### src/rtl/mdr_pkg.sv
// Shared types and constants for the message deframer and reassembler.
// Holds command and status codes, register indexes and header geometry.
// No dependencies.
`timescale 1ns / 1ps

package mdr_pkg;

  // Input request kinds, carried on s_tuser
  typedef enum logic [1:0] {
    CMD_BYTE   = 2'd0,
    CMD_TICK   = 2'd1,
    CMD_CLOSE  = 2'd2,
    CMD_UNUSED = 2'd3
  } cmd_t;

  // Result kinds, carried on m_tuser
  typedef enum logic [1:0] {
    ST_BYTE  = 2'd0,
    ST_END   = 2'd1,
    ST_ERROR = 2'd2
  } status_t;

  // Deframer phase
  typedef enum logic {
    PH_HEADER  = 1'b0,
    PH_PAYLOAD = 1'b1
  } phase_t;

  // Configuration register indexes (byte address = 4 * index)
  localparam logic [1:0] REG_FIRST_ID  = 2'd0;
  localparam logic [1:0] REG_SECOND_ID = 2'd1;
  localparam logic [1:0] REG_TIMEOUT   = 2'd2;

  localparam int unsigned HEADER_BYTES = 6;
  localparam logic [2:0]  HDR_LAST_IDX = 3'(HEADER_BYTES - 1);

  // Header byte positions
  localparam logic [2:0] HDR_ID0    = 3'd0;
  localparam logic [2:0] HDR_ID1    = 3'd1;
  localparam logic [2:0] HDR_LEN_LO = 3'd2;
  localparam logic [2:0] HDR_LEN_HI = 3'd3;
  localparam logic [2:0] HDR_PKT_LO = 3'd4;

  localparam logic [15:0] TIMEOUT_RESET = 16'd3000;
  localparam logic [16:0] ELAPSED_MAX   = 17'h1FFFF;

endpackage

### src/rtl/message_deframer_reassembler_core.sv
// Top level of the message deframer and reassembler: input stage, header and
// payload tracking, result register and APB configuration registers.
// Depends on mdr_pkg.
`timescale 1ns / 1ps

// Channel   | Signals                                    | Content
// ----------+--------------------------------------------+-----------------------------------
// input     | s_tvalid s_tready s_tdata[7:0] s_tuser[1:0] | rx_byte; cmd (byte/tick/close)
// result    | m_tvalid m_tready m_tdata[7:0] m_tuser[1:0] | payload_byte; status
//           | m_tlast                                    | last_of_message
// config    | psel penable pwrite paddr[3:0] pwdata      | first_id, second_id, timeout_ms
//           | prdata pready                              | at 0x0, 0x4, 0x8
//
// One request per cycle sustained while m_tready does not stall: a request is
// captured in the input register, then decoded and folded into the deframer
// state as it advances out of that register, and its result (if any) lands
// in the result register.
// Reset (rst, synchronous) clears the state, the stages and the registers
// (timeout_ms comes back as 3000).
// A stall on m_tready holds the input register once the result register is
// full; s_tready then drops until the result is taken.

module message_deframer_reassembler_core
  import mdr_pkg::*;
(
  input  logic        clk,
  input  logic        rst,
  // input stream
  input  logic        s_tvalid,
  output logic        s_tready,
  input  logic [7:0]  s_tdata,   // [7:0] rx_byte
  input  logic [1:0]  s_tuser,   // [1:0] cmd
  // result stream
  output logic        m_tvalid,
  input  logic        m_tready,
  output logic [7:0]  m_tdata,   // [7:0] payload_byte
  output logic [1:0]  m_tuser,   // [1:0] status
  output logic        m_tlast,   // last_of_message
  // configuration
  input  logic        psel,
  input  logic        penable,
  input  logic        pwrite,
  input  logic [3:0]  paddr,
  input  logic [31:0] pwdata,
  output logic [31:0] prdata,
  output logic        pready
);

  // ---------------------------------------------------------------------
  // Configuration registers
  // ---------------------------------------------------------------------
  logic [7:0]  first_id;
  logic [7:0]  second_id;
  logic [15:0] timeout_ms;
  logic        cfg_write;
  logic [1:0]  cfg_index;

  assign pready    = 1'b1;
  assign cfg_index = paddr[3:2];
  assign cfg_write = psel & penable & pwrite & pready;

  always_ff @(posedge clk) begin
    if (rst) begin
      first_id   <= '0;
      second_id  <= '0;
      timeout_ms <= TIMEOUT_RESET;
    end else if (cfg_write) begin
      case (cfg_index)
        REG_FIRST_ID:  first_id   <= pwdata[7:0];
        REG_SECOND_ID: second_id  <= pwdata[7:0];
        REG_TIMEOUT:   timeout_ms <= pwdata[15:0];
        default: ;
      endcase
    end
  end

  always_comb begin
    case (cfg_index)
      REG_FIRST_ID:  prdata = {24'd0, first_id};
      REG_SECOND_ID: prdata = {24'd0, second_id};
      REG_TIMEOUT:   prdata = {16'd0, timeout_ms};
      default:       prdata = '0;
    endcase
  end

  // ---------------------------------------------------------------------
  // Input register and stage handshake
  // ---------------------------------------------------------------------
  logic       in_valid;
  cmd_t       in_cmd;
  logic [7:0] in_byte;
  logic       advance;

  // The stage advances when the result slot is free or draining this cycle.
  assign advance  = in_valid & (~m_tvalid | m_tready);
  assign s_tready = ~in_valid | advance;

  always_ff @(posedge clk) begin
    if (rst) begin
      in_valid <= 1'b0;
    end else if (s_tready) begin
      in_valid <= s_tvalid;
    end
  end

  always_ff @(posedge clk) begin
    if (s_tready && s_tvalid) begin
      in_cmd  <= cmd_t'(s_tuser);
      in_byte <= s_tdata;
    end
  end

  // ---------------------------------------------------------------------
  // Deframer state
  // ---------------------------------------------------------------------
  phase_t      phase, phase_next;
  logic [2:0]  header_index, header_index_next;
  logic        id_mismatch, id_mismatch_next;
  logic [15:0] payload_length, payload_length_next;
  logic [15:0] packets_left, packets_left_next;
  logic [15:0] payload_count, payload_count_next;
  logic [16:0] elapsed_ms, elapsed_ms_next;

  // Decode of the request in the input register against current state
  logic        idle;
  logic        late;
  logic        hdr_done;
  logic        mismatch_now;
  logic [15:0] len_now;
  logic [15:0] pkt_now;
  logic [16:0] count_inc;
  logic        pay_done;

  assign idle     = (phase == PH_HEADER) && (header_index == HDR_ID0);
  assign late     = elapsed_ms > {1'b0, timeout_ms};
  assign hdr_done = header_index == HDR_LAST_IDX;

  // Fold the current byte into the header fields so the check on the last
  // header byte sees the complete header.
  assign mismatch_now = id_mismatch
                      | ((header_index == HDR_ID0) & (in_byte != first_id))
                      | ((header_index == HDR_ID1) & (in_byte != second_id));
  assign len_now = (header_index == HDR_LEN_LO) ? {payload_length[15:8], in_byte} :
                   (header_index == HDR_LEN_HI) ? {in_byte, payload_length[7:0]} :
                   payload_length;
  assign pkt_now = (header_index == HDR_PKT_LO)   ? {packets_left[15:8], in_byte} :
                   (header_index == HDR_LAST_IDX) ? {in_byte, packets_left[7:0]} :
                   packets_left;

  assign count_inc = {1'b0, payload_count} + 17'd1;
  assign pay_done  = count_inc >= {1'b0, payload_length};

  // Next state
  always_comb begin
    phase_next          = phase;
    header_index_next   = header_index;
    id_mismatch_next    = id_mismatch;
    payload_length_next = payload_length;
    packets_left_next   = packets_left;
    payload_count_next  = payload_count;
    elapsed_ms_next     = elapsed_ms;
    case (in_cmd)
      CMD_TICK: begin
        // Hold the timer at zero while hunting, saturate otherwise
        if (!idle && elapsed_ms != ELAPSED_MAX) begin
          elapsed_ms_next = elapsed_ms + 17'd1;
        end
      end
      CMD_CLOSE: begin
        phase_next         = PH_HEADER;
        header_index_next  = '0;
        id_mismatch_next   = 1'b0;
        payload_count_next = '0;
        elapsed_ms_next    = '0;
      end
      CMD_BYTE: begin
        if (late) begin
          // Drop the late byte and hunt again
          phase_next         = PH_HEADER;
          header_index_next  = '0;
          id_mismatch_next   = 1'b0;
          payload_count_next = '0;
          elapsed_ms_next    = '0;
        end else if (phase == PH_HEADER) begin
          id_mismatch_next    = mismatch_now;
          payload_length_next = len_now;
          packets_left_next   = pkt_now;
          if (header_index == HDR_ID0) begin
            elapsed_ms_next = '0;
          end
          if (!hdr_done) begin
            header_index_next = header_index + 3'd1;
          end else if (mismatch_now || len_now == 16'd0) begin
            phase_next         = PH_HEADER;
            header_index_next  = '0;
            id_mismatch_next   = 1'b0;
            payload_count_next = '0;
            elapsed_ms_next    = '0;
          end else begin
            phase_next         = PH_PAYLOAD;
            header_index_next  = '0;
            payload_count_next = '0;
            elapsed_ms_next    = '0;
          end
        end else begin
          if (pay_done) begin
            phase_next         = PH_HEADER;
            header_index_next  = '0;
            id_mismatch_next   = 1'b0;
            payload_count_next = '0;
            elapsed_ms_next    = '0;
          end else begin
            payload_count_next = count_inc[15:0];
          end
        end
      end
      default: ;
    endcase
  end

  // Result of the request
  logic       res_valid;
  status_t    res_status;
  logic [7:0] res_byte;
  logic       res_last;

  always_comb begin
    res_valid  = 1'b0;
    res_status = ST_ERROR;
    res_byte   = '0;
    res_last   = 1'b0;
    case (in_cmd)
      CMD_CLOSE: begin
        res_valid = 1'b1;
      end
      CMD_BYTE: begin
        if (late) begin
          res_valid = 1'b1;
        end else if (phase == PH_HEADER) begin
          if (hdr_done) begin
            if (mismatch_now) begin
              res_valid = 1'b1;
            end else if (len_now == 16'd0 && pkt_now == 16'd0) begin
              // Empty final packet closes the message without a byte
              res_valid  = 1'b1;
              res_status = ST_END;
              res_last   = 1'b1;
            end
          end
        end else begin
          res_valid  = 1'b1;
          res_status = ST_BYTE;
          res_byte   = in_byte;
          res_last   = pay_done && (packets_left == 16'd0);
        end
      end
      default: ;
    endcase
  end

  always_ff @(posedge clk) begin
    if (rst) begin
      phase          <= PH_HEADER;
      header_index   <= '0;
      id_mismatch    <= 1'b0;
      payload_length <= '0;
      packets_left   <= '0;
      payload_count  <= '0;
      elapsed_ms     <= '0;
    end else if (advance) begin
      phase          <= phase_next;
      header_index   <= header_index_next;
      id_mismatch    <= id_mismatch_next;
      payload_length <= payload_length_next;
      packets_left   <= packets_left_next;
      payload_count  <= payload_count_next;
      elapsed_ms     <= elapsed_ms_next;
    end
  end

  // ---------------------------------------------------------------------
  // Result register
  // ---------------------------------------------------------------------
  always_ff @(posedge clk) begin
    if (rst) begin
      m_tvalid <= 1'b0;
    end else if (advance) begin
      m_tvalid <= res_valid;
    end else if (m_tready) begin
      m_tvalid <= 1'b0;
    end
  end

  always_ff @(posedge clk) begin
    if (advance && res_valid) begin
      m_tuser <= res_status;
      m_tdata <= res_byte;
      m_tlast <= res_last;
    end
  end

endmodule

### config.mk
export PLATFORM = sky130hd
export DESIGN_NAME = message_deframer_reassembler_core
export DESIGN_NICKNAME = d
export VERILOG_FILES = /design/src/rtl/mdr_pkg.sv /design/src/rtl/message_deframer_reassembler_core.sv
export SDC_FILE = /design/constraint.sdc
export NUM_CORES = 1
export LEC_CHECK = 0
export CAP_MARGIN = 20
export CORE_UTILIZATION = 55
export DETAILED_ROUTE_END_ITERATION = 16
export DONT_BUFFER_PORTS = 1
export GPL_ROUTABILITY_DRIVEN = 0
export GPL_TIMING_DRIVEN = 0
export PLACE_DENSITY_LB_ADDON = 0.12
export SYNTH_ARGS = -nofsm -noshare
export SYNTH_HDL_FRONTEND = slang
export SYNTH_SLANG_ARGS = --single-unit
export TNS_END_PERCENT = 1
### constraint.sdc
create_clock -name clk -period 6.1 [get_ports clk]
set_input_delay 1.22 -clock clk [delete_from_list [all_inputs] [get_ports clk]]
set_output_delay 1.22 -clock clk [all_outputs]
set_load 0.005 [all_outputs]
After elaboration in Yosys (flattened, before gate mapping)
Cells that the tools add are included. Widths: inputs -> output; s select.

Word-level logic and storage cells: 131. Input port bits: 53. Bits in registers: 125.

Equal/unequal tests: 16. Bitwise gates (word level): 15. Multiplexer cells: 49. $add $sub $neg: 3. Order comparisons: 2. Reduce and logical (&&, ||, !) cells: 28.

Operators by type and width (number): $mux 16 (8); $mux 17 (6); $pmux 17 s3 (1); $logic_not 16->1 (3); $pmux 16 s3 (1); $pmux 16 s2 (1); $mux 1 (20); $add 16x1->17 const B (1); $add 17x1->17 const B (1); $ge 17x16->1 (1); $gt 17x16->1 (1); $ne 17x17->1 const B (1); $ne 8x8->1 (2); $mux 3 (4); $mux 2 (4); $ne 4x4->1 const B (2); $reduce_and 2->1 (4); $eq 3x2->1 const B (2); $eq 3x3->1 const B (2); $logic_and 1x1->1 (6); $not 1->1 (6); $pmux 1 s2 (3); $pmux 3 s2 (1); $reduce_and 3->1 (2); other kinds (19) (30).

Longest topological paths before layout
Gate-level depths: netlist of the first run.

Word-level depth: 12. Gate-level depth with buffers: 15. Gate-level depth less buffers: 14.

Worst setup path after synthesis of the first run
OpenSTA, ideal clock, no wires.

Kind: register to register. Start: register payload_count[2]. End: register payload_count[5]. Setup slack: 2.495 ns. Stages on the path, launching flop included: 16. Period minus slack after synthesis: 3.605 ns. Data required time: 6.040 ns. Data arrival time: 3.544 ns. Cell sequence: dfxtp_1 -> buf_2 -> nand3_1 -> nor3_1 -> nand3_1 -> nor3_1 -> xor2_1 -> ha_1 -> and2_1 -> nor2b_1 -> o211ai_1 -> nand4_1 -> or3_2 -> buf_2 -> nor4b_1 -> a311o_1.

Word-level cells in the longest chain between the ends: 6.

Ends and longest elaborated chain: start: declaration (RTL line message_deframer_reassembler_core.sv:121) `logic [15:0] payload_count, payload_count_next;`; start signal: assignment (RTL line message_deframer_reassembler_core.sv:276) `payload_count <= payload_count_next;`; $add 16x1->17 * (RTL line message_deframer_reassembler_core.sv:150) `assign count_inc = {1'b0, payload_count} + 17'd1;`; $ge 17x16->1 (RTL line message_deframer_reassembler_core.sv:151) `assign pay_done = count_inc >= {1'b0, payload_length};`; $mux 16 * (RTL line message_deframer_reassembler_core.sv:206) `if (pay_done) begin`; $mux 16 * (RTL line message_deframer_reassembler_core.sv:184) `end else if (phase == PH_HEADER) begin`; $mux 16 * (RTL line message_deframer_reassembler_core.sv:177) `if (late) begin`; $pmux 16 s2 * (RTL line message_deframer_reassembler_core.sv:162) `case (in_cmd)`.

Mark *: on every way between the ends. The rest lies on a longest branch, timed or not. A chain may end at the register's enable or synchronous reset.

Final worst setup path of the first run
Start: register payload_count[2]. End: register payload_count[7].

The elaborated chain is that of the path after synthesis.

==> results of run 1 <==
[worst min-delay path by stage]
stage	slack, ns	end	cells after the start	start
global route	0.49	timeout_ms[2]$_SDFFE_PP0P_	2	timeout_ms[2]$_SDFFE_PP0P_
floorplan	0.44	timeout_ms[10]$_SDFFE_PP0P_	2	timeout_ms[10]$_SDFFE_PP0P_
global placement	0.46	payload_count[1]$_SDFFE_PP0P_	2	payload_count[1]$_SDFFE_PP0P_
finish	0.48	payload_count[1]$_SDFFE_PP0P_	2	payload_count[1]$_SDFFE_PP0P_
detailed placement	0.46	timeout_ms[14]$_SDFFE_PP0P_	2	timeout_ms[14]$_SDFFE_PP0P_
CTS	0.47	timeout_ms[14]$_SDFFE_PP0P_	2	timeout_ms[14]$_SDFFE_PP0P_
[through the flow]
stage | total power [mW] | setup WS (ns) | cell area (um2) | utilization [%]
final | 2.019 | 1.715 | 7921 | 64.87
after global routing | 2.075 | 1.337 | 7921 | 64.87
after CTS | 2.021 | 1.725 | 7914 | 64.81
after detailed placement | 0.9633 | 1.800 | 7288 | 59.68
after global placement | 0.9606 | 1.930 | 7281 | 59.62
after floorplan | 0.9382 | 2.495 | 7071 | -
[placed cells by master, fill, tap and decap left out, types with 5 or more instances in the layout]
| cell | count |
|---|---|
| a21oi_1 | 47 |
| a221o_1 | 5 |
| a31oi_1 | 5 |
| and2_1 | 32 |
| and3_1 | 7 |
| buf_2 | 5 |
| buf_4 | 19 |
| clkbuf_1 | 35 |
| clkbuf_16 | 18 |
| conb_1 | 17 |
| dfxtp_1 | 104 |
| edfxtp_1 | 21 |
| ha_1 | 36 |
| inv_1 | 37 |
| mux2i_1 | 49 |
| nand2_1 | 91 |
| nand3_1 | 31 |
| nand3b_1 | 5 |
| nand4_1 | 14 |
| nor2_1 | 66 |
| nor2b_1 | 12 |
| nor3_1 | 17 |
| nor4_1 | 16 |
| o211ai_1 | 18 |
| o21ai_0 | 22 |
| o31ai_1 | 8 |
| or2_2 | 6 |
| or3_1 | 6 |
| xnor2_1 | 15 |
| xor2_1 | 16 |
[flip-flops by register name (all words and copies together), names as in the netlist, 2 cells and up]
| signal | cells |
|---|---|
| elapsed_ms | 17 |
| packets_left | 16 |
| payload_count | 16 |
| payload_length | 16 |
| timeout_ms | 16 |
| first_id | 8 |
| in_byte | 8 |
| m_tdata | 8 |
| second_id | 8 |
| header_index | 3 |
| in_cmd | 2 |
| m_tuser | 2 |
[critical path: stages, from the launching register on]
cell      delay [ns]
dfxtp_1         0.34
buf_2           0.19
nand3_1         0.21
nor3_1          0.56
nand3_1         0.32
nor3_1          0.26
xor2_1          0.23
ha_1            0.28
and2_1          0.17
nor2b_1         0.14
o211ai_1        0.13
nand4_1         0.25
or3_2           0.56
buf_2           0.21
nor4b_1         0.31
a311o_1         0.16
[report_power, final]
part | total, mW | leakage [nW] | switching, mW | internal (mW)
logic | 0.0944 | 1.54 | 0.0641 | 0.0302
registers | 0.853 | 1.04 | 0.00563 | 0.848
clock network | 1.07 | 0.302 | 0.367 | 0.705
[logic make-up after synthesis]
kind of cell    share of synthesized area (%)
other cells                            0.1071
compound gates                          12.74
fa+ha+maj                               6.422
flops                                   38.67
xor+xnor                                3.871
simple gates                            24.80
mux                                     6.993
buf+inv                                 6.404
[routing by layer]
| layer | GRT usage [%] | wire length [um] |
|---|---|---|
| met2 | 47.95 | 8586 |
| met1 | 34.89 | 7580 |
| met5 | 0 | 0 |
| met3 | 8.171 | 1282 |
| met4 | 12.55 | 411 |
[cell type report]
cell class                 count  area (um2)
fill                        1062        4290
multi-input combinational    597        3909
sequential                   125        2713
clock buffer                  21       461.7
buffer                        59       306.5
tap                          168       210.2
clock inverter                11       163.9
inverter                      38       142.6
timing repair buffer           2       15.01
==> results.json, run 1 <==
{
  "syn_avg_cell_area_um2": 8.724,
  "dr.pass1.iters": 5,
  "start_util_pct": 57.44,
  "drive_gt1_share_pct": 9.261,
  "cts_tree": "done",
  "synth_top_area_cell": "dfxtp_1",
  "max_cap_viol_count": 0,
  "cts-root-buf": "clkbuf_16",
  "ys.flop_type": "dfxtp_1",
  "period_needed_ns": 4.385,
  "worst-r2r-cell-count": 15,
  "synth_cells": 804,
  "detailed_place_hpwl_mm": 13.17,
  "grt_max_degree": 17,
  "drt_iter0_markers": 489,
  "netlist.area_leader.share_pct": 29.68,
  "async_flop_share_pct": 0,
  "grt_pass1_vias": 5894,
  "cp-startpoint": "payload_count[2]$_SDFFE_PP0P_",
  "insertion_delay_ns": 0.43,
  "finClkSkew_ns": 0.01083,
  "final_nets": 929,
  "relSlewSlack_pct": 41.66,
  "syn_area_um2": 7014,
  "vias": 6016,
  "cts.sinks": 125,
  "slew_violations": 0,
  "grt_usage_pct": 28.84,
  "criticalPathCategory": "reg -> reg",
  "synth_seq_area_share_pct": 38.67,
  "fmax_mhz": 228.0,
  "report.final.hold_viol_count": 0,
  "status": "finished, final reports clean",
  "timing.hold.ws_ns": 0.4781,
  "synth-seq-cells": 125,
  "synth-edff-count": 21,
  "place_inst": 988,
  "detail_route.drc_violations": 0,
  "die_h_um": 114.9,
  "ys_types": 61,
  "r2r_slack_ns": 1.71,
  "cellPowerDensity_nw_per_um2": 254.9,
  "grt.overflow.total": 0,
  "path_max_fanout": 10,
  "setup_viol": 0,
  "final.setup.tns_ns": 0,
  "core_um2": 12210,
  "antenna_found_initial": 0,
  "ctsResizeCount": 0,
  "rsz0062_at_grt": "false",
  "min_path_type": "reg -> reg",
  "portBuffers": 0,
  "finalCritPeriodShare_pct": 71.89,
  "endpoint": "payload_count[7]$_SDFFE_PP0P_",
  "cp_data_arrival_time_ns": 4.75,
  "crit-reg2reg-launch": "payload_count[2]$_SDFFE_PP0P_",
  "dieArea_um2": 13210,
  "post_cts_buffers": 0,
  "wl_per_cell_um": 17.49,
  "rows": 40,
  "critical_path_required_ns": 6.46,
  "ant_nets": 0,
  "syn_to_final_growth_pct": 12.93,
  "clockBufferDepth": 2,
  "tightestPinTransition_ns": 0.8684,
  "synthTopCellsByArea": "dfxtp_1 (30%), edfxtp_1 (9.0%), mux2i_1 (7.0%)",
  "grt_pass1_wl_mm": 29.07,
  "path_clk_slew_ns": 0.06,
  "yosys-top-cells-count": "dfxtp_1 (104), nand2_1 (91), nor2_1 (66)",
  "cts_buffers": 17,
  "htreeDepth": 4,
  "wl_mm": 17.86,
  "yosys.cell_count.top_type": "dfxtp_1",
  "yosys_warnings": 0,
  "rr_endpoint": "payload_count[7]$_SDFFE_PP0P_",
  "pin_count": 99,
  "num_antenna_cells": 0,
  "stdcell_count": 1021,
  "start_kind": "register",
  "ir_worst_vdd_v": 0.0002031,
  "die_w_um": 114.9,
  "power_leakage_nw": 2.876,
  "viasPerCell": 5.892,
  "cp-end-kind": "register",
  "cts_hold_buffers": 0
}
No activity file was read; power rests on OpenSTA's default activity.
==> inputs of run 2 (changes only) <==
--- a/config.mk
+++ b/config.mk
@@ -5,6 +5,7 @@
 export SDC_FILE = /design/constraint.sdc
 export NUM_CORES = 1
 export LEC_CHECK = 0
+export ABC_AREA = 1
 export CAP_MARGIN = 20
 export CORE_UTILIZATION = 55
 export DETAILED_ROUTE_END_ITERATION = 16
==> constraint.sdc (replaced) <==
create_clock -name clk -period 4.5 [get_ports clk]
set_input_delay 0.9 -clock clk [delete_from_list [all_inputs] [get_ports clk]]
set_output_delay 0.9 -clock clk [all_outputs]
set_load 0.005 [all_outputs]
==> results.json, run 2 <==
{
  "relSlewSlack_pct": 47.00,
  "dieArea_um2": 13960,
  "cp_data_arrival_time_ns": 3.85,
  "rows": 42,
  "synthMuxAreaShare_pct": 0,
  "regMostFlops": "elapsed_ms",
  "ant_nets": 0,
  "max_cap_viol_count": 0,
  "antenna_found_initial": 0,
  "whs_endpoint": "packets_left[6]$_SDFFE_PP0P_",
  "start_kind": "register",
  "worst_hold_startpoint": "packets_left[6]$_SDFFE_PP0P_",
  "synth_cells": 1086,
  "min_path_type": "reg -> reg",
  "drt_iter0_markers": 490,
  "die_h_um": 118.2,
  "layout_common_cells": "nand2_1 (279), inv_1 (130), nor2_1 (118)",
  "path_max_fanout": 10,
  "syn_avg_cell_area_um2": 6.833,
  "cts.sinks": 125,
  "viasPerCell": 5.292,
  "synthSimpleGateAreaFrac_pct": 29.02,
  "ys_types": 39,
  "synth_top_family_by_area": "simple AND/OR/NAND/NOR gates",
  "grt_pass1_vias": 6270,
  "portBuffers": 0,
  "grt.overflow.total": 0,
  "fmax_mhz": 285.8,
  "p_comb_share_pct": 9.6,
  "intPower_mw": 1.964,
  "final.setup.tns_ns": 0,
  "ctsResizeCount": 0,
  "critPathMaxStageDelay_ns": 0.39,
  "insertion_delay_ns": 0.43,
  "pwr-share-seq_pct": 43.3,
  "synth_seq_area_share_pct": 36.55,
  "synthTopCellsByArea": "dfxtp_1 (28%), nand2_1 (14%), edfxtp_1 (8.5%)",
  "critical_path_required_ns": 4.85,
  "crit_path_frequent_cell": "nand2_1",
  "synth_fa_ha_area_share_pct": 6.070,
  "cts-root-buf": "clkbuf_16",
  "dr.pass1.iters": 8,
  "slew_violations": 0,
  "netlist.area_leader.share_pct": 28.06,
  "cts_hold_buffers": 0,
  "r2r_slack_ns": 1.00,
  "final_nets": 1209,
  "grt_usage_pct": 28.33,
  "setup_viol": 0,
  "status": "finished, final reports clean",
  "synth-edff-count": 21,
  "detail_route.drc_violations": 0,
  "grt_max_degree": 17,
  "wl_mm": 19.04,
  "cellPowerDensity_nw_per_um2": 332.7,
  "post_cts_buffers": 0,
  "tightestPinTransition_ns": 0.7921,
  "num-fill-cells": 1271,
  "path_clk_slew_ns": 0.06,
  "syn_to_final_growth_pct": 11.18,
  "hold_depth": 2,
  "syn_area_um2": 7421,
  "synth_xor_xnor_area_share_pct": 3.895,
  "cp-end-kind": "register",
  "crit_buf_inv": 3,
  "swShare_pct": 28.45,
  "seqCellArea_um2": 2713,
  "drive_gt1_share_pct": 7.326,
  "rsz0062_at_grt": "false",
  "crit-reg2reg-launch": "payload_count[0]$_SDFFE_PP0P_",
  "htreeDepth": 4,
  "power_frac_clock_pct": 47.1,
  "yosys_warnings": 0,
  "yosys.cell_count.top_type": "nand2_1",
  "synth_compound_area_share_pct": 13.34,
  "pin_count": 99,
  "largest_reg_flops": 17,
  "start_util_pct": 56.26,
  "p_sw_mw": 0.7809,
  "worst-r2r-cell-count": 21,
  "ir_worst_vdd_v": 0.0002486,
  "clockBufferDepth": 2,
  "path_cells": "ha_1, nand3_1, nor2_1, nand2_1, nor2_1, nand3_1, nor3_1, xor2_1, ha_1, nand2_1, inv_1, nand4_1, o21bai_1, a21oi_2, inv_1, a21oi_1, nand2_4, nand2_4, buf_2, nand2_1, a21oi_1",
  "yosys-top-cells-count": "nand2_1 (279), inv_1 (130), nor2_1 (118)",
  "cp_top_family": "simple AND/OR/NAND/NOR gates",
  "rr_endpoint": "elapsed_ms[12]$_SDFFE_PP0P_",
  "synth-seq-cells": 125,
  "criticalPathCategory": "reg -> reg",
  "period_needed_ns": 3.499,
  "finalCritPeriodShare_pct": 77.77,
  "cpMaxStageDelayCell": "dfxtp_1",
  "ys.flop_type": "dfxtp_1",
  "die_w_um": 118.2,
  "cts_buffers": 17,
  "multiInputGateArea_um2": 3946,
  "report.final.hold_viol_count": 0,
  "postLayoutCoreUtil_pct": 62.55,
  "detailed_place_hpwl_mm": 14.27,
  "final_common_cell": "nand2_1",
  "synth_top_area_cell": "dfxtp_1",
  "vias": 6933,
  "cts_tree": "done",
  "finClkSkew_ns": 0.009019,
  "core_um2": 13190,
  "grt_pass1_wl_mm": 30.99,
  "async_flop_share_pct": 0,
  "wl_per_cell_um": 14.53,
  "power_leakage_nw": 3.604
}
[run 2: cell type report]
cell class	instances	area share (%)
clock inverters	15	1.517
inverters	135	6.142
diodes	1	0.03033
flip-flops and latches	125	32.88
well taps	176	2.669
clock buffers	17	5.156
multi-input cells	783	47.83
plain buffers	58	3.776
[run 2: worst max-delay path by stage]
| stage | startpoint | to | slack (ns) | depth (start not counted) |
|---|---|---|---|---|
| final | payload_count[0]$_SDFFE_PP0P_ | elapsed_ms[12]$_SDFFE_PP0P_ | 1.00 | 21 |
| after CTS | payload_count[0]$_SDFFE_PP0P_ | elapsed_ms[12]$_SDFFE_PP0P_ | 0.99 | 21 |
| after global placement | payload_count[0]$_SDFFE_PP0P_ | elapsed_ms[14]$_SDFFE_PP0P_ | 1.06 | 21 |
| after floorplan | payload_count[0]$_SDFFE_PP0P_ | elapsed_ms[12]$_SDFFE_PP0P_ | 1.63 | 21 |
| after global routing | payload_count[0]$_SDFFE_PP0P_ | elapsed_ms[12]$_SDFFE_PP0P_ | 0.62 | 21 |
| after detailed placement | payload_count[0]$_SDFFE_PP0P_ | elapsed_ms[12]$_SDFFE_PP0P_ | 1.01 | 21 |
[run 2: cell families (layout without fill, tap and decap cells)]
| family | count (synthesis) | count (layout) |
|---|---|---|
| and+or+nand+nor | 511 | 511 |
| buffers and inverters | 193 | 225 |
| AOI/OAI and AO/OA | 186 | 186 |
| DFF | 125 | 125 |
| adders and majority gates | 36 | 36 |
| xor gates and xnor gates | 33 | 33 |
| other | 2 | 18 |
[run 2: tightest hold or removal path, cell delays in order (launching register included)]
cell and delay (ns):
dfxtp_1 0.31, inv_1 0.07, a21oi_1 0.05
[run 2: metrics by stage]
step | area [um2] | std cells | worst slack (ns) | power (mW) | hold WS [ns]
6_report | 8250 | 1310 | 1.001 | 2.745 | 0.4742
3_3_place_gp | 7697 | 1277 | 1.056 | 1.467 | 0.4579
3_5_place_dp | 7697 | 1277 | 1.012 | 1.470 | 0.4603
4_1_cts | 8248 | 1309 | 0.9850 | 2.751 | 0.4700
2_1_floorplan | 7477 | 1101 | 1.629 | 1.401 | 0.4419
5_1_grt | 8248 | 1309 | 0.6202 | 2.838 | 0.4990
[run 2: power groups by stage]
| stage | Clock, mW | Sequential, mW | Combinational (mW) |
|---|---|---|---|
| floorplan | 0 | 1.20 | 0.198 |
| global placement | 0 | 1.21 | 0.255 |
| detailed placement | 0 | 1.21 | 0.258 |
| CTS | 1.30 | 1.19 | 0.260 |
| global route | 1.35 | 1.19 | 0.297 |
| finish | 1.29 | 1.19 | 0.263 |
[run 2: layer usage]
layer  global-route usage, %  wire length [um]  part of all wire, %
met1                   37.22              8717                   46
met2                   45.59              8639                   45
met3                   6.322              1341                  7.0
met4                   10.18               338                  1.8
met5                       0                 0                    0
==> inputs of run 3 (changes only) <==
==> constraint.sdc (replaced) <==
create_clock -name clk -period 3.2 [get_ports clk]
set_input_delay 0.64 -clock clk [delete_from_list [all_inputs] [get_ports clk]]
set_output_delay 0.64 -clock clk [all_outputs]
set_load 0.005 [all_outputs]
==> results.json, run 3 (synthesis gave the netlist of run 2 again) <==
{
  "start_util_pct": 56.26,
  "critical_path_required_ns": 3.52,
  "grt.overflow.total": 0,
  "largest_reg_flops": 17,
  "rows": 42,
  "timing.hold.ws_ns": 0.3040,
  "insertion_delay_ns": 0.43,
  "grt_pass1_vias": 6272,
  "dieArea_um2": 13960,
  "layout_common_cells": "nand2_1 (276), inv_1 (126), nor2_1 (114)",
  "slew_violations": 0,
  "period_needed_ns": 3.022,
  "cts_tree": "done",
  "p_comb_share_pct": 10.2,
  "p_sw_mw": 1.106,
  "ir_worst_vdd_v": 0.0003449,
  "cpMaxStageDelayCell": "dfxtp_4",
  "die_w_um": 118.2,
  "wl_per_cell_um": 14.57,
  "tightestPinTransition_ns": 0.7685,
  "path_clk_slew_ns": 0.06,
  "crit_path_frequent_cell": "nand2_1",
  "status": "finished, final reports clean",
  "viasPerCell": 5.312,
  "die_h_um": 118.2,
  "dr.pass1.iters": 9,
  "cellPowerDensity_nw_per_um2": 458.3,
  "critPathMaxStageDelay_ns": 0.37,
  "final_nets": 1218,
  "detailed_place_hpwl_mm": 14.27,
  "swShare_pct": 28.48,
  "stdcell_area_um2": 8474,
  "relSlewSlack_pct": 48.58,
  "num-fill-cells": 1253,
  "grt_pass1_wl_mm": 31.06,
  "power_leakage_nw": 3.669,
  "vias": 7006,
  "pwr-share-seq_pct": 43.0,
  "dpl_cell_area_um2": 7697,
  "clockBufferDepth": 2,
  "ant_nets": 0,
  "totalPowerFinal_mw": 3.884,
  "cts.sinks": 125,
  "grt_max_degree": 17,
  "portBuffers": 0,
  "wl_mm": 19.22,
  "final_common_cell": "nand2_1",
  "core_um2": 13190,
  "regMostFlops": "elapsed_ms",
  "fmax_mhz": 330.9,
  "pin_count": 99,
  "cp-end-kind": "register",
  "report.final.hold_viol_count": 0,
  "grt_usage_pct": 28.39,
  "cts-root-buf": "clkbuf_16",
  "multiInputGateArea_um2": 4081,
  "rsz0062_at_grt": "true",
  "seqCellArea_um2": 2719,
  "antenna_found_initial": 0,
  "cts_buffers": 17,
  "finClkSkew_ns": 0.007587,
  "htreeDepth": 4,
  "max_cap_viol_count": 0,
  "drive_gt1_share_pct": 10.42,
  "setup_viol": 0,
  "intPower_mw": 2.778,
  "finalCritPeriodShare_pct": 94.43,
  "power_frac_clock_pct": 46.8,
  "detail_route.drc_violations": 0,
  "drt_iter0_markers": 429,
  "syn_to_final_growth_pct": 14.20,
  "cp_data_arrival_time_ns": 3.34,
  "start_kind": "register",
  "criticalPathCategory": "reg -> reg",
  "path_max_fanout": 8,
  "min_path_type": "in -> reg"
}
[run 3: path summary, 6_finish.rpt]
path	from	end	slack, ns	cells after the start
min	s_tdata[4]	in_byte[4]$_DFFE_PP_	0.30	0
max reg2reg	payload_count[0]$_SDFFE_PP0P_	id_mismatch$_SDFFE_PP0P_	0.18	25
max	payload_count[0]$_SDFFE_PP0P_	id_mismatch$_SDFFE_PP0P_	0.18	25
min reg2reg	packets_left[4]$_SDFFE_PP0P_	packets_left[4]$_SDFFE_PP0P_	0.47	2
[run 3: timing repair]
item,CTS,global route
hold buffers,0,0
gates cloned,0,1
setup buffers,0,8
endpoints found under the setup margin,29,48
gates resized for setup,9,34
pin swaps,1,13
[run 3: area by class of cell]
type	instances	area share, %
diodes	1	0.02953
plain buffers	58	3.809
clock buffers	17	5.020
clock inverters	15	1.476
inverters	135	6.024
multi-input cells	783	48.16
flip-flops and latches	125	32.08
well taps	176	2.599
repair buffers	8	0.7087
repair inverters	1	0.08859
[run 3: routing by layer]
metal	global-route usage [%]	vias up	part of all wire, %
met4	9.776	0	1.8
met1	37.40	3172	44
li1	-	3569	-
met3	6.322	30	7.6
met5	0	-	0
met2	45.77	235	46
[run 3: power groups by stage]
| stage | Combinational, mW | Sequential (mW) | Clock, mW |
|---|---|---|---|
| final | 0.395 | 1.67 | 1.82 |
| after global routing | 0.443 | 1.67 | 1.90 |
| after CTS | 0.368 | 1.67 | 1.83 |
| after detailed placement | 0.363 | 1.70 | 0 |
| after global placement | 0.358 | 1.70 | 0 |
| after floorplan | 0.278 | 1.69 | 0 |
[run 3: worst max-delay path, delay by kind of cell (launching register included)]
kind / cells / cell delay, ns
XOR/XNOR: 1 / 0.14
adder cells (fa/ha/maj): 2 / 0.46
AND/OR/NAND/NOR: 18 / 1.51
flip-flops: 1 / 0.37
AO/OA/AOI/OAI: 1 / 0.07
buffers and inverters: 3 / 0.34
[run 3: stage by stage]
stage / instances / TNS (ns) / setup WS [ns] / util [%]
after floorplan: 1101 / 0 / 0.3291 / -
after global placement: 1277 / -2.553 / -0.2439 / 58.36
after detailed placement: 1277 / -2.779 / -0.2882 / 58.36
after CTS: 1309 / 0 / 0.01159 / 62.80
after global routing: 1318 / -0.6204 / -0.1004 / 64.23
final: 1319 / 0 / 0.1783 / 64.25
